===== src/rtl/core/baro_temp_pressure_compensation_macros.svh =====
// Assertion macros shared by the compensation block.
`ifndef BARO_TEMP_PRESSURE_COMPENSATION_MACROS_SVH
`define BARO_TEMP_PRESSURE_COMPENSATION_MACROS_SVH

// Consequent checked in the same cycle as the antecedent.
`define BTPC_ASSERT_SAME(label, clk, rstn, ante, cons, msg) \
    label: assert property (@(posedge clk) disable iff (!rstn) (ante) |-> (cons)) \
        else $error(msg);

// Consequent checked in the cycle after the antecedent.
`define BTPC_ASSERT_NEXT(label, clk, rstn, ante, cons, msg) \
    label: assert property (@(posedge clk) disable iff (!rstn) (ante) |=> (cons)) \
        else $error(msg);

`endif


===== src/rtl/core/btpc_pkg.sv =====
// Shared types, constants and helper functions for the compensation block.
`default_nettype none

package btpc_pkg;

    localparam int DATA_W    = 32;
    localparam int RAW_W     = 19;
    localparam int HALF_W    = 16;
    localparam int OSS_W     = 2;
    localparam int CFG_IDX_W = 3;
    localparam int DIV_CNT_W = $clog2(DATA_W);

    // Configuration register indexes
    localparam logic [CFG_IDX_W-1:0] CFG_AC1_AC2 = 3'd0;
    localparam logic [CFG_IDX_W-1:0] CFG_AC3_AC4 = 3'd1;
    localparam logic [CFG_IDX_W-1:0] CFG_AC5_AC6 = 3'd2;
    localparam logic [CFG_IDX_W-1:0] CFG_B1_B2   = 3'd3;
    localparam logic [CFG_IDX_W-1:0] CFG_MC_MD   = 3'd4;
    localparam logic [CFG_IDX_W-1:0] CFG_OSS     = 3'd5;

    localparam logic [OSS_W-1:0] OSS_RESET = 2'd3;

    // Word kinds
    localparam logic KIND_TEMP  = 1'b0;
    localparam logic KIND_PRESS = 1'b1;

    // Compensation constants
    localparam logic [DATA_W-1:0] C_B6_OFS = 32'd4000;
    localparam logic [DATA_W-1:0] C_B4_OFS = 32'd32768;
    localparam logic [DATA_W-1:0] C_PSCALE = 32'd50000;
    localparam logic [DATA_W-1:0] C_HALF   = 32'h8000_0000;
    localparam logic [DATA_W-1:0] C_P1     = 32'd3038;
    localparam logic [DATA_W-1:0] C_P2     = 32'd0 - 32'd7357;
    localparam logic [DATA_W-1:0] C_P3     = 32'd3791;
    localparam logic [DATA_W-1:0] C_TROUND = 32'd8;
    localparam logic [DATA_W-1:0] C_TWO    = 32'd2;

    typedef struct packed {
        logic             kind;
        logic [RAW_W-1:0] raw_value;
    } in_word_t;

    typedef struct packed {
        logic                     result_kind;
        logic signed [DATA_W-1:0] value;
        logic                     div_error;
    } out_word_t;

    typedef struct packed {
        logic              start;
        logic [DATA_W-1:0] dividend;
        logic [DATA_W-1:0] divisor;
    } div_req_t;

    typedef struct packed {
        logic              busy;
        logic              done;
        logic [DATA_W-1:0] quotient;
    } div_rsp_t;

    typedef enum logic [4:0] {
        ST_IDLE,
        ST_T_MUL,
        ST_T_X1,
        ST_T_DEN,
        ST_T_DIV,
        ST_T_FIN,
        ST_P_M1,
        ST_P_M2,
        ST_P_M3,
        ST_P_M4,
        ST_P_M5,
        ST_P_M6,
        ST_P_M7,
        ST_P_M8,
        ST_P_M9,
        ST_P_DGO,
        ST_P_DIV,
        ST_P_M10,
        ST_P_M11,
        ST_P_M12,
        ST_P_FIN,
        ST_DONE
    } state_t;

    function automatic logic [DATA_W-1:0] asr32(input logic [DATA_W-1:0] v,
                                                input logic [4:0] n);
        asr32 = DATA_W'($signed(v) >>> n);
    endfunction

    function automatic logic [DATA_W-1:0] sx16(input logic [HALF_W-1:0] v);
        sx16 = {{(DATA_W-HALF_W){v[HALF_W-1]}}, v};
    endfunction

endpackage

`default_nettype wire


===== src/rtl/core/btpc_div.sv =====
// Serial unsigned 32-bit restoring divider, one quotient bit per cycle.
`default_nettype none

module btpc_div (
    input  logic              aclk,
    input  logic              aresetn,
    input  btpc_pkg::div_req_t req,
    output btpc_pkg::div_rsp_t rsp
);
    import btpc_pkg::*;

    logic [DATA_W-1:0]    rem_reg, rem_next;
    logic [DATA_W-1:0]    quo_reg, quo_next;
    logic [DATA_W-1:0]    dvs_reg, dvs_next;
    logic [DIV_CNT_W-1:0] cnt_reg, cnt_next;
    logic                 busy_reg, busy_next;
    logic                 done_reg, done_next;
    logic [DATA_W:0]      rem_sh;
    logic [DATA_W:0]      rem_sub;

    assign rem_sh  = {rem_reg, quo_reg[DATA_W-1]};
    assign rem_sub = rem_sh - {1'b0, dvs_reg};

    always_comb begin
        rem_next  = rem_reg;
        quo_next  = quo_reg;
        dvs_next  = dvs_reg;
        cnt_next  = cnt_reg;
        busy_next = busy_reg;
        done_next = 1'b0;
        if (req.start) begin
            rem_next  = '0;
            quo_next  = req.dividend;
            dvs_next  = req.divisor;
            cnt_next  = DIV_CNT_W'(DATA_W - 1);
            busy_next = 1'b1;
        end else if (busy_reg) begin
            // borrow out means the divisor does not fit
            if (!rem_sub[DATA_W]) begin
                rem_next = rem_sub[DATA_W-1:0];
                quo_next = {quo_reg[DATA_W-2:0], 1'b1};
            end else begin
                rem_next = rem_sh[DATA_W-1:0];
                quo_next = {quo_reg[DATA_W-2:0], 1'b0};
            end
            if (cnt_reg == '0) begin
                busy_next = 1'b0;
                done_next = 1'b1;
            end else begin
                cnt_next = cnt_reg - 1'b1;
            end
        end
    end

    always_ff @(posedge aclk) begin
        if (!aresetn) begin
            busy_reg <= 1'b0;
            done_reg <= 1'b0;
            cnt_reg  <= '0;
        end else begin
            busy_reg <= busy_next;
            done_reg <= done_next;
            cnt_reg  <= cnt_next;
        end
    end

    always_ff @(posedge aclk) begin
        rem_reg <= rem_next;
        quo_reg <= quo_next;
        dvs_reg <= dvs_next;
    end

    assign rsp.busy     = busy_reg;
    assign rsp.done     = done_reg;
    assign rsp.quotient = quo_reg;

endmodule

`default_nettype wire


===== src/rtl/core/baro_temp_pressure_compensation.sv =====
// Barometric temperature / pressure integer compensation, one shared multiplier + serial divider.
// A zero divisor skips the 32-step divider and yields an error word with value 0.
// One word in flight: s_ready returns in the same cycle as the result appears in the output register.
// aresetn (sync, active low): coefficients clear, oversampling = 3, stored b5 term = 0.
`default_nettype none

module baro_temp_pressure_compensation (
    input  logic                                aclk,
    input  logic                                aresetn,
    // input words
    input  logic                                s_valid,
    output logic                                s_ready,
    input  btpc_pkg::in_word_t                  s_data,
    // result words
    output logic                                m_valid,
    input  logic                                m_ready,
    output btpc_pkg::out_word_t                 m_data,
    // configuration writes
    input  logic                                cfg_valid,
    output logic                                cfg_ready,
    input  logic [btpc_pkg::CFG_IDX_W-1:0]      cfg_index,
    input  logic [btpc_pkg::DATA_W-1:0]         cfg_wdata
);
    import btpc_pkg::*;

    `include "baro_temp_pressure_compensation_macros.svh"

    // ------------------------------------------------------------------
    // Calibration registers
    // ------------------------------------------------------------------
    logic [DATA_W-1:0] ac12_reg, ac34_reg, ac56_reg, b12_reg, mcmd_reg;
    logic [OSS_W-1:0]  oss_reg;

    assign cfg_ready = 1'b1;

    always_ff @(posedge aclk) begin
        if (!aresetn) begin
            ac12_reg <= '0;
            ac34_reg <= '0;
            ac56_reg <= '0;
            b12_reg  <= '0;
            mcmd_reg <= '0;
            oss_reg  <= OSS_RESET;
        end else if (cfg_valid && cfg_ready) begin
            unique case (cfg_index)
                CFG_AC1_AC2: ac12_reg <= cfg_wdata;
                CFG_AC3_AC4: ac34_reg <= cfg_wdata;
                CFG_AC5_AC6: ac56_reg <= cfg_wdata;
                CFG_B1_B2:   b12_reg  <= cfg_wdata;
                CFG_MC_MD:   mcmd_reg <= cfg_wdata;
                CFG_OSS:     oss_reg  <= cfg_wdata[OSS_W-1:0];
                default: ;   // unknown index: write dropped
            endcase
        end
    end

    // Unpacked calibration words, 32-bit two's complement; ac4, ac5, ac6 zero-extended, the rest sign-extended
    logic [DATA_W-1:0] ac1, ac2, ac3, ac4, ac5, ac6, b1, b2, mc, md;

    assign ac1 = sx16(ac12_reg[DATA_W-1:HALF_W]);
    assign ac2 = sx16(ac12_reg[HALF_W-1:0]);
    assign ac3 = sx16(ac34_reg[DATA_W-1:HALF_W]);
    assign ac4 = {{(DATA_W-HALF_W){1'b0}}, ac34_reg[HALF_W-1:0]};
    assign ac5 = {{(DATA_W-HALF_W){1'b0}}, ac56_reg[DATA_W-1:HALF_W]};
    assign ac6 = {{(DATA_W-HALF_W){1'b0}}, ac56_reg[HALF_W-1:0]};
    assign b1  = sx16(b12_reg[DATA_W-1:HALF_W]);
    assign b2  = sx16(b12_reg[HALF_W-1:0]);
    assign mc  = sx16(mcmd_reg[DATA_W-1:HALF_W]);
    assign md  = sx16(mcmd_reg[HALF_W-1:0]);

    // ------------------------------------------------------------------
    // Sequencer state and working registers
    //   a/b/c/d are scratch; their meaning per step is noted in the FSM.
    // ------------------------------------------------------------------
    state_t            state_reg, state_next;
    logic [DATA_W-1:0] prod_reg, prod_next;
    logic [DATA_W-1:0] a_reg, a_next;
    logic [DATA_W-1:0] b_reg, b_next;
    logic [DATA_W-1:0] c_reg, c_next;
    logic [DATA_W-1:0] d_reg, d_next;
    logic              neg_reg, neg_next;       // quotient sign / post-shift flag
    logic [DATA_W-1:0] val_reg, val_next;
    logic              err_reg, err_next;
    logic              kind_reg, kind_next;
    logic [RAW_W-1:0]  raw_reg, raw_next;
    logic [DATA_W-1:0] temp_term_reg, temp_term_next;   // b5 of last temperature word

    logic              m_valid_reg, m_valid_next;
    out_word_t         m_data_reg;
    logic              out_load;

    // Shared multiplier, low 32 bits of the product
    logic [DATA_W-1:0] mul_a, mul_b;

    assign prod_next = mul_a * mul_b;

    // Divider
    div_req_t div_req;
    div_rsp_t div_rsp;

    btpc_div u_div (
        .aclk    (aclk),
        .aresetn (aresetn),
        .req     (div_req),
        .rsp     (div_rsp)
    );

    // Small adders feeding the sequencer
    logic [DATA_W-1:0] mc_sh, den, b5_sum, t_round, b3_pre, b3_sh, b3_calc;
    logic [DATA_W-1:0] press_k, p8, raw_ext, p_quot;

    assign raw_ext = {{(DATA_W-RAW_W){1'b0}}, raw_reg};
    assign mc_sh   = mc << 11;
    assign den     = a_reg + md;
    assign b5_sum  = a_reg + b_reg;
    assign t_round = asr32(b5_sum + C_TROUND, 5'd4);
    assign b3_pre  = (ac1 << 2) + a_reg;
    assign b3_sh   = b3_pre << oss_reg;
    assign b3_calc = asr32(b3_sh + C_TWO, 5'd2);
    assign press_k = C_PSCALE >> oss_reg;
    assign p8      = asr32(c_reg, 5'd8);
    assign p_quot  = neg_reg ? (div_rsp.quotient << 1) : div_rsp.quotient;

    always_comb begin
        state_next     = state_reg;
        a_next         = a_reg;
        b_next         = b_reg;
        c_next         = c_reg;
        d_next         = d_reg;
        neg_next       = neg_reg;
        val_next       = val_reg;
        err_next       = err_reg;
        kind_next      = kind_reg;
        raw_next       = raw_reg;
        temp_term_next = temp_term_reg;
        mul_a          = '0;
        mul_b          = '0;
        div_req        = '0;
        out_load       = 1'b0;

        unique case (state_reg)
            ST_IDLE: begin
                if (s_valid) begin
                    kind_next = s_data.kind;
                    raw_next  = s_data.raw_value;
                    err_next  = 1'b0;
                    if (s_data.kind == KIND_TEMP) begin
                        // d = raw - ac6
                        d_next     = {{(DATA_W-RAW_W){1'b0}}, s_data.raw_value} - ac6;
                        state_next = ST_T_MUL;
                    end else begin
                        // d = b6
                        d_next     = temp_term_reg - C_B6_OFS;
                        state_next = ST_P_M1;
                    end
                end
            end

            // ---------------- temperature ----------------
            ST_T_MUL: begin
                mul_a      = d_reg;
                mul_b      = ac5;
                state_next = ST_T_X1;
            end
            ST_T_X1: begin
                a_next     = asr32(prod_reg, 5'd15);    // x1
                state_next = ST_T_DEN;
            end
            ST_T_DEN: begin
                if (den == '0) begin
                    err_next       = 1'b1;
                    val_next       = '0;
                    temp_term_next = a_reg;             // b5 = x1
                    state_next     = ST_DONE;
                end else begin
                    div_req.start    = 1'b1;
                    div_req.dividend = mc_sh[DATA_W-1] ? (32'd0 - mc_sh) : mc_sh;
                    div_req.divisor  = den[DATA_W-1] ? (32'd0 - den) : den;
                    neg_next         = mc_sh[DATA_W-1] ^ den[DATA_W-1];
                    state_next       = ST_T_DIV;
                end
            end
            ST_T_DIV: begin
                if (div_rsp.done) begin
                    b_next     = neg_reg ? (32'd0 - div_rsp.quotient) : div_rsp.quotient;
                    state_next = ST_T_FIN;
                end
            end
            ST_T_FIN: begin
                temp_term_next = b5_sum;
                val_next       = sx16(t_round[HALF_W-1:0]);
                state_next     = ST_DONE;
            end

            // ---------------- pressure ----------------
            ST_P_M1: begin
                mul_a      = d_reg;                     // b6 * b6
                mul_b      = d_reg;
                state_next = ST_P_M2;
            end
            ST_P_M2: begin
                b_next     = asr32(prod_reg, 5'd12);    // sq
                mul_a      = ac2;
                mul_b      = d_reg;
                state_next = ST_P_M3;
            end
            ST_P_M3: begin
                a_next     = asr32(prod_reg, 5'd11);    // ac2 term
                mul_a      = b_reg;
                mul_b      = b2;
                state_next = ST_P_M4;
            end
            ST_P_M4: begin
                a_next     = a_reg + asr32(prod_reg, 5'd11);   // x3
                mul_a      = ac3;
                mul_b      = d_reg;
                state_next = ST_P_M5;
            end
            ST_P_M5: begin
                c_next     = b3_calc;                   // b3
                a_next     = asr32(prod_reg, 5'd13);
                mul_a      = b1;
                mul_b      = b_reg;
                state_next = ST_P_M6;
            end
            ST_P_M6: begin
                a_next     = asr32(a_reg + asr32(prod_reg, 5'd16) + C_TWO, 5'd2);
                d_next     = raw_ext - c_reg;           // raw - b3
                state_next = ST_P_M7;
            end
            ST_P_M7: begin
                mul_a      = d_reg;
                mul_b      = press_k;
                a_next     = a_reg + C_B4_OFS;
                state_next = ST_P_M8;
            end
            ST_P_M8: begin
                d_next     = prod_reg;                  // b7
                mul_a      = ac4;
                mul_b      = a_reg;
                state_next = ST_P_M9;
            end
            ST_P_M9: begin
                c_next     = prod_reg >> 15;            // b4
                state_next = ST_P_DGO;
            end
            ST_P_DGO: begin
                if (c_reg == '0) begin
                    err_next   = 1'b1;
                    val_next   = '0;
                    state_next = ST_DONE;
                end else begin
                    // large b7: divide first, double afterwards
                    div_req.start    = 1'b1;
                    div_req.dividend = (d_reg < C_HALF) ? (d_reg << 1) : d_reg;
                    div_req.divisor  = c_reg;
                    neg_next         = !(d_reg < C_HALF);
                    state_next       = ST_P_DIV;
                end
            end
            ST_P_DIV: begin
                if (div_rsp.done) begin
                    c_next     = p_quot;                // p
                    state_next = ST_P_M10;
                end
            end
            ST_P_M10: begin
                mul_a      = p8;
                mul_b      = p8;
                state_next = ST_P_M11;
            end
            ST_P_M11: begin
                a_next     = prod_reg;
                mul_a      = c_reg;
                mul_b      = C_P2;
                state_next = ST_P_M12;
            end
            ST_P_M12: begin
                d_next     = asr32(prod_reg, 5'd16);    // x2
                mul_a      = a_reg;
                mul_b      = C_P1;
                state_next = ST_P_FIN;
            end
            ST_P_FIN: begin
                val_next   = c_reg + asr32(asr32(prod_reg, 5'd16) + d_reg + C_P3, 5'd4);
                state_next = ST_DONE;
            end

            // ---------------- hand-off ----------------
            ST_DONE: begin
                if (!m_valid_reg || m_ready) begin
                    out_load   = 1'b1;
                    state_next = ST_IDLE;
                end
            end

            default: state_next = ST_IDLE;
        endcase
    end

    assign s_ready = (state_reg == ST_IDLE);

    assign m_valid_next = out_load ? 1'b1 : (m_ready ? 1'b0 : m_valid_reg);

    always_ff @(posedge aclk) begin
        if (!aresetn) begin
            state_reg     <= ST_IDLE;
            m_valid_reg   <= 1'b0;
            temp_term_reg <= '0;
        end else begin
            state_reg     <= state_next;
            m_valid_reg   <= m_valid_next;
            temp_term_reg <= temp_term_next;
        end
    end

    always_ff @(posedge aclk) begin
        prod_reg <= prod_next;
        a_reg    <= a_next;
        b_reg    <= b_next;
        c_reg    <= c_next;
        d_reg    <= d_next;
        neg_reg  <= neg_next;
        val_reg  <= val_next;
        err_reg  <= err_next;
        kind_reg <= kind_next;
        raw_reg  <= raw_next;
        if (out_load) begin
            m_data_reg.result_kind <= kind_reg;
            m_data_reg.value       <= val_reg;
            m_data_reg.div_error   <= err_reg;
        end
    end

    assign m_valid = m_valid_reg;
    assign m_data  = m_data_reg;

    // ------------------------------------------------------------------
    // Assertions
    // ------------------------------------------------------------------
    `BTPC_ASSERT_SAME(a_div_start_idle, aclk, aresetn, div_req.start, !div_rsp.busy, "divider restarted while busy")
    `BTPC_ASSERT_SAME(a_div_done_ctx, aclk, aresetn, div_rsp.done, state_reg == ST_T_DIV || state_reg == ST_P_DIV, "divider finished outside a divide step")
    `BTPC_ASSERT_SAME(a_err_zero, aclk, aresetn, m_valid && m_data.div_error, m_data.value == '0, "error word with nonzero value")
    `BTPC_ASSERT_NEXT(a_out_kind, aclk, aresetn, out_load, m_valid && m_data.result_kind == $past(kind_reg), "result kind does not echo the word")

endmodule

`default_nettype wire

===== config.mk =====
export PLATFORM = sky130hd
export DESIGN_NAME = baro_temp_pressure_compensation
export DESIGN_NICKNAME = d
export VERILOG_FILES = /design/src/rtl/core/btpc_pkg.sv /design/src/rtl/core/btpc_div.sv /design/src/rtl/core/baro_temp_pressure_compensation.sv
export VERILOG_INCLUDE_DIRS = /design/src /design/src/rtl/core
export SDC_FILE = /design/constraint.sdc
export NUM_CORES = 2
export LEC_CHECK = 0
export BUFFER_PORTS_ARGS = -buffer_cell sky130_fd_sc_hd__buf_2
export CAP_MARGIN = 20
export CORE_ASPECT_RATIO = 2
export CORE_MARGIN = 8
export CORE_UTILIZATION = 39
export DETAILED_ROUTE_END_ITERATION = 10
export GPL_TIMING_DRIVEN = 0
export PLACE_DENSITY = 0.52
export REMOVE_ABC_BUFFERS = 1
export SYNTH_ARGS = -nofsm -noshare
export SYNTH_HDL_FRONTEND = slang
export SYNTH_HIERARCHICAL = 1
export SYNTH_SLANG_ARGS = --single-unit

===== constraint.sdc =====
create_clock -name aclk -period 13.4 [get_ports aclk]
set_input_delay 2.01 -clock aclk [delete_from_list [all_inputs] [get_ports aclk]]
set_output_delay 2.01 -clock aclk [all_outputs]
set_load 0.02 [all_outputs]

## Word level (Yosys, flattened, before mapping)

Index checks and enable logic that the tools add are counted.

| word-level totals | value |
|---|---|
| flip-flop bits (word level) | 551 |
| bits of input ports | 60 |
| output and inout port bits | 37 |
| word-level logic and storage cells | 181 |

| operators by class | value |
|---|---|
| add/subtract/negate cells | 20 |
| $mul | 1 |
| magnitude comparators | 1 |
| equal/unequal tests | 35 |
| shifts and indexed selects | 2 |
| mux-type cells | 53 |
| bitwise gates (word level) | 3 |
| reductions and logical operators | 38 |

Operator list:

| kind | count |
|---|---|
| 32-bit one-hot mux with 9 select lines | 2 |
| 32-bit 2-to-1 mux | 15 |
| 32-bit one-hot mux with 4 select lines | 2 |
| 32-bit adder | 7 |
| 32-bit one-hot mux with 7 select lines | 1 |
| 65-bit 2-to-1 mux | 2 |
| 65-bit one-hot mux with 2 select lines | 1 |
| 32-bit one-hot mux with 2 select lines | 2 |
| 5-bit one-hot mux with 21 select lines | 1 |
| 32-bit one-hot mux with 3 select lines | 1 |
| 32-bit by 2-bit adder with 32-bit output, second input constant | 2 |
| 32-bit zero test | 2 |
| 1-bit by 32-bit subtractor with 32-bit output, first input constant | 2 |
| 5-bit by 4-bit equality test with 1-bit output, second input constant | 8 |
| 5-bit 2-to-1 mux | 8 |
| 33-bit by 32-bit subtractor with 33-bit output | 1 |
| 32-bit by 12-bit adder with 32-bit output, second input constant | 1 |
| 32-bit by 16-bit adder with 32-bit output, second input constant | 1 |
| 32-bit < comparator, second input constant | 1 |
| 32-bit by 32-bit multiplier with 32-bit output | 1 |
| 32-bit by 2-bit left shift with 32-bit output | 1 |
| 16-bit by 2-bit right shift with 32-bit output, first input constant | 1 |
| 19-bit by 32-bit subtractor with 32-bit output | 1 |
| 32-bit by 12-bit subtractor with 32-bit output, second input constant | 1 |
| 32 further kinds | 88 |

## Longest topological paths before layout

| logic depth | value |
|---|---|
| depth in word-level cells | 7 |
| gate-level depth with buffers | 42 |
| gate-level depth less buffers | 35 |

## Hierarchy

Netlist, hierarchy kept.

Modules (own cells, without submodules):

| module | instances | cells each | area each (sq um) | seq. area each (sq um) |
|---|---|---|---|---|
| baro_temp_pressure_compensation | 1 | 6486 | 53297.4 | 11130.7 |
| btpc_div | 1 | 557 | 5781.8 | 2702.6 |

## Worst setup path after synthesis

OpenSTA, ideal clock, no wires.

| timing | value |
|---|---|
| kind | register to register |
| start point | register state_reg[1] |
| end point | register prod_reg[31] |
| setup time | 0.120 ns |
| data arrival time | 9.779 ns |
| required time | 13.280 ns |
| path slack | 3.501 ns |
| cell stages (with the launch flop) | 36 |
| buffers on the path | 6 |
| period minus slack after synthesis | 9.899 ns |
| cell sequence | dfxtp_1 > buf_2 > nand2b_1 > clkbuf_1 > o22a_1 > nor2_1 > buf_2 > buf_1 > clkbuf_1 > a2111oi_0 > clkbuf_1 > nor2_1 > fa_1 > fa_1 > fa_1 > inv_1 > fa_1 > inv_1 > fa_1 > ha_1 > fa_1 > inv_1 > fa_1 > inv_1 > ha_1 > a21o_1 > a21oi_1 > inv_1 > o311a_1 > a2111oi_0 > nor3_1 > a41o_1 > or4_1 > a31oi_1 > o21ai_0 > xnor2_1 |

| on the way | value |
|---|---|
| word-level cells in the longest chain between the ends | 4 |
| elaborated cells between the ends (all ways) | 16 |
| those cells by class | 1 x mul; 11 x eq/ne; 2 x mux; 2 x reduce/logical |

Ends and longest elaborated chain:

| element | RTL line | source |
|---|---|---|
| start: declaration | baro_temp_pressure_compensation.sv:75 | `state_t state_reg, state_next;` |
| start signal: assignment | baro_temp_pressure_compensation.sv:311 | `state_reg <= state_next;` |
| 5-bit by 4-bit equality test with 1-bit output (tied with other cells) | baro_temp_pressure_compensation.sv:141 | `unique case (state_reg)` |
| 3-bit OR reduction (no line) | n/a |  |
| 32-bit one-hot mux with 9 select lines | baro_temp_pressure_compensation.sv:141 |  |
| 32-bit by 32-bit multiplier with 32-bit output (*) | baro_temp_pressure_compensation.sv:95 | `assign prod_next = mul_a * mul_b;` |
| net prod_next[31] | baro_temp_pressure_compensation.sv:76 | `logic [DATA_W-1:0] prod_reg, prod_next;` |
| end signal: assignment | baro_temp_pressure_compensation.sv:318 | `prod_reg <= prod_next;` |
| end: declaration | baro_temp_pressure_compensation.sv:76 |  |

Mark *: on every way through the listed nets, which the timed path passes. The rest lies on a longest branch.
A chain may end at the register's enable or synchronous reset.

## Worst setup path in the final report

| timing | value |
|---|---|
| start point | register state_reg[0] |
| end point | register prod_reg[31] |

The elaborated chain is that of the path after synthesis.

==> summary.md <==
| Metric | Value |
|---|---|
| Outcome | complete, no violations |
| WHS Path Cells | 0 |
| CTS tree | built |
| Worst EP arrival | between 10000 and 15000 ps |
| Crit-path max FO | 32 |
| Area grow syn2layout | 11.3% |
| Hold Crit Class | reg -> reg |
| Placed Instances | 8864 |
| Critical path depth in cells | 35 |
| Reg-to-reg startpoint | state_reg[0]$_SDFFE_PN0P_ |
| Vias | 53100 |
| DRT Wirelength | ~240000 um |
| WP buf/inv | 9 |
| Starting DRC count in detailed routing | roughly 5300 |
| Detail Placement HPWL | 191000 um |
| Clock root buffer | clkbuf_16 |
| Final Non-Filler Cells | 9000 |
| Die area | 0.165 mm2 |
| Commonest non-fill, non-tap cells in the layout | 971 x nand2_1, 695 x inv_1, 584 x nor2_1, 504 x a21oi_1, 463 x ha_1 |
| Die X | 291 um |
| # setup viols final | 0 |
| Post-layout min period | roughly 12000 ps |
| Required time worst endpoint | 13970 ps |
| Number of flip-flops in the largest register | 34 |
| Routability-driven placement congestion ratio | 0.966 |
| Achievable clock frequency | 85.8 MHz |
| Critical path's top delay family | adder cells |
| End of the worst hold path | m_data[10]$_DFFE_PP_ |
| Cell mode on critical path | fa_1 |
| Drt pass-1 iters | 10 |
| Commonest non-fill, non-tap cell in the layout | nand2_1 |
| Gate Count Post-Synth | 7042 |
| Setup Slack @ Placement | 2000 ps |
| Largest net degree at the start of global routing | around 130 |
| ANT nets after route | 0 |
| Reg2Reg Depth | 35 |
| Leakage | between 20 and 30 nW |
| IO Pins | 97 |
| Placement Rows | 202 |
| IO Port Bufs | 95 |
| First-pass GRT wire length | 351000 um |
| Crit path launch type | flop |
| Total track usage | between 20 and 30% |
| H-tree levels | 3 |
| Starting density of the core | 39.1% |
| Crit. End Element | flop |
| Pwr dens | 149 mW/mm2 |
| Worst R2R End | prod_reg[31]$_DFF_P_ |
| Syn Std Cell Area | 0.0591 mm2 |
| Final Net Count | 7947 |
| Vias per inst | between 5 and 6 |
| Hold buffer count at CTS | 0 |
| Avg WL per Cell | 26.9 um |
| Total of max-cap violations | 0 |
| RSZ-0062 raised after global routing | no |
| Critical path class | reg -> reg |
| Clock Pin Slew Worst Setup and Hold Paths | about 60 ps |
| Final Instance Area | roughly 0.066 mm2 |
| Hold Crit Start | val_reg[9]$_DFFE_PP_ |
| Grt ovf | 0 |
| Slew Limit Fails | 0 |
| Clock sinks | between 500 and 600 |
| Share of cells above drive strength 1 | 7.85% |
| Initial antenna violation count | 13 |
| IR drop worst, VDD | 0.0972 mV |
| Hold Vio Cnt, Final | 0 |
| Syn Area/Cell | 8.39 um2 |
| Final Skew | 46.2 ps |
| Placed cell area | roughly 0.063 mm2 |
| Slew @ Worst Pin | 1290 ps |
| Clk Latency, worst-skew pair | roughly 700 ps |
| Die Y-Extent | 566 um |
| Postcts setup bufs | 0 |
| Synth warn | 6 |
| Max_slew headroom | 13.6% |
| Fin crit share | 87.0% |
| CORE AREA | 0.151 mm2 |
| CTS buffer count | 68 |
| Crit-path max cell delay | 790 ps |
| Clock buffer depth | 3 |
| Reg2Reg Setup Slack | 1750 ps |
| Final worst setup slack | 1750 ps |
| Critical path's slowest cell | dfxtp_1 |
| Vias in the first global route | 51500 |
| DR DRC count | 0 |
| Cts repair resizes | 0 |
## power by group
| part | switching (mW) | internal, mW | total [mW] | leakage, nW |
|---|---|---|---|---|
| combinational | 3.22 | 1.97 | 5.18 | 21.7 |
| clock | 0.872 | 1.15 | 2.02 | 1.15 |
| sequential | 0.538 | 2.08 | 2.62 | 4.77 |
| total | 4.63 | 5.20 | 9.82 | 27.6 |
## layer usage
layer / track usage [%] / share of wire (%)
met1: 36.2 / 40
met2: 45.1 / 45
met3: 4.12 / 7.4
met4: 18.1 / 7.4
met5: 0 / 0.0083
## worst max path at each step
stage	startpoint	endpoint
6_report	state_reg[0]$_SDFFE_PN0P_	prod_reg[31]$_DFF_P_
5_1_grt	state_reg[4]$_SDFFE_PN0P_	prod_reg[31]$_DFF_P_
4_1_cts	state_reg[0]$_SDFFE_PN0P_	prod_reg[31]$_DFF_P_
3_5_place_dp	state_reg[0]$_SDFFE_PN0P_	prod_reg[31]$_DFF_P_
3_3_place_gp	state_reg[3]$_SDFFE_PN0P_	prod_reg[31]$_DFF_P_
2_1_floorplan	state_reg[3]$_SDFFE_PN0P_	prod_reg[31]$_DFF_P_
## final cells by class
cell class                 instances  area (um2)
sequential                       551       13800
multi-input combinational       5445       41800
tap                             1938        2420
inverter                         697        2620
timing repair buffer             234        2690
fill                           15100       85200
clock inverter                    42         561
clock buffer                      84        1820
antenna                            9        22.5
## worst register-to-register path, delay by kind of cell, from the launching register on
kind	cells	cell delay, ps
DFF	1	790
buffers and inverters	9	1330
adders and majority gates	9	4140
and+or+nand+nor	9	3060
xor gates and xnor gates	1	150
AOI/OAI and AO/OA	7	2060
## through the flow
stage,setup TNS (ps),utilization (%),power [mW],hold WS [ps]
floorplan,0,-,5.73,400
global placement,-100260,40.1,7.43,403
detailed placement,0,42.0,7.70,406
CTS,0,43.5,9.74,412
global route,0,43.5,10.3,421
finish,0,43.6,9.82,411
Power figures use the tool's default switching activity.
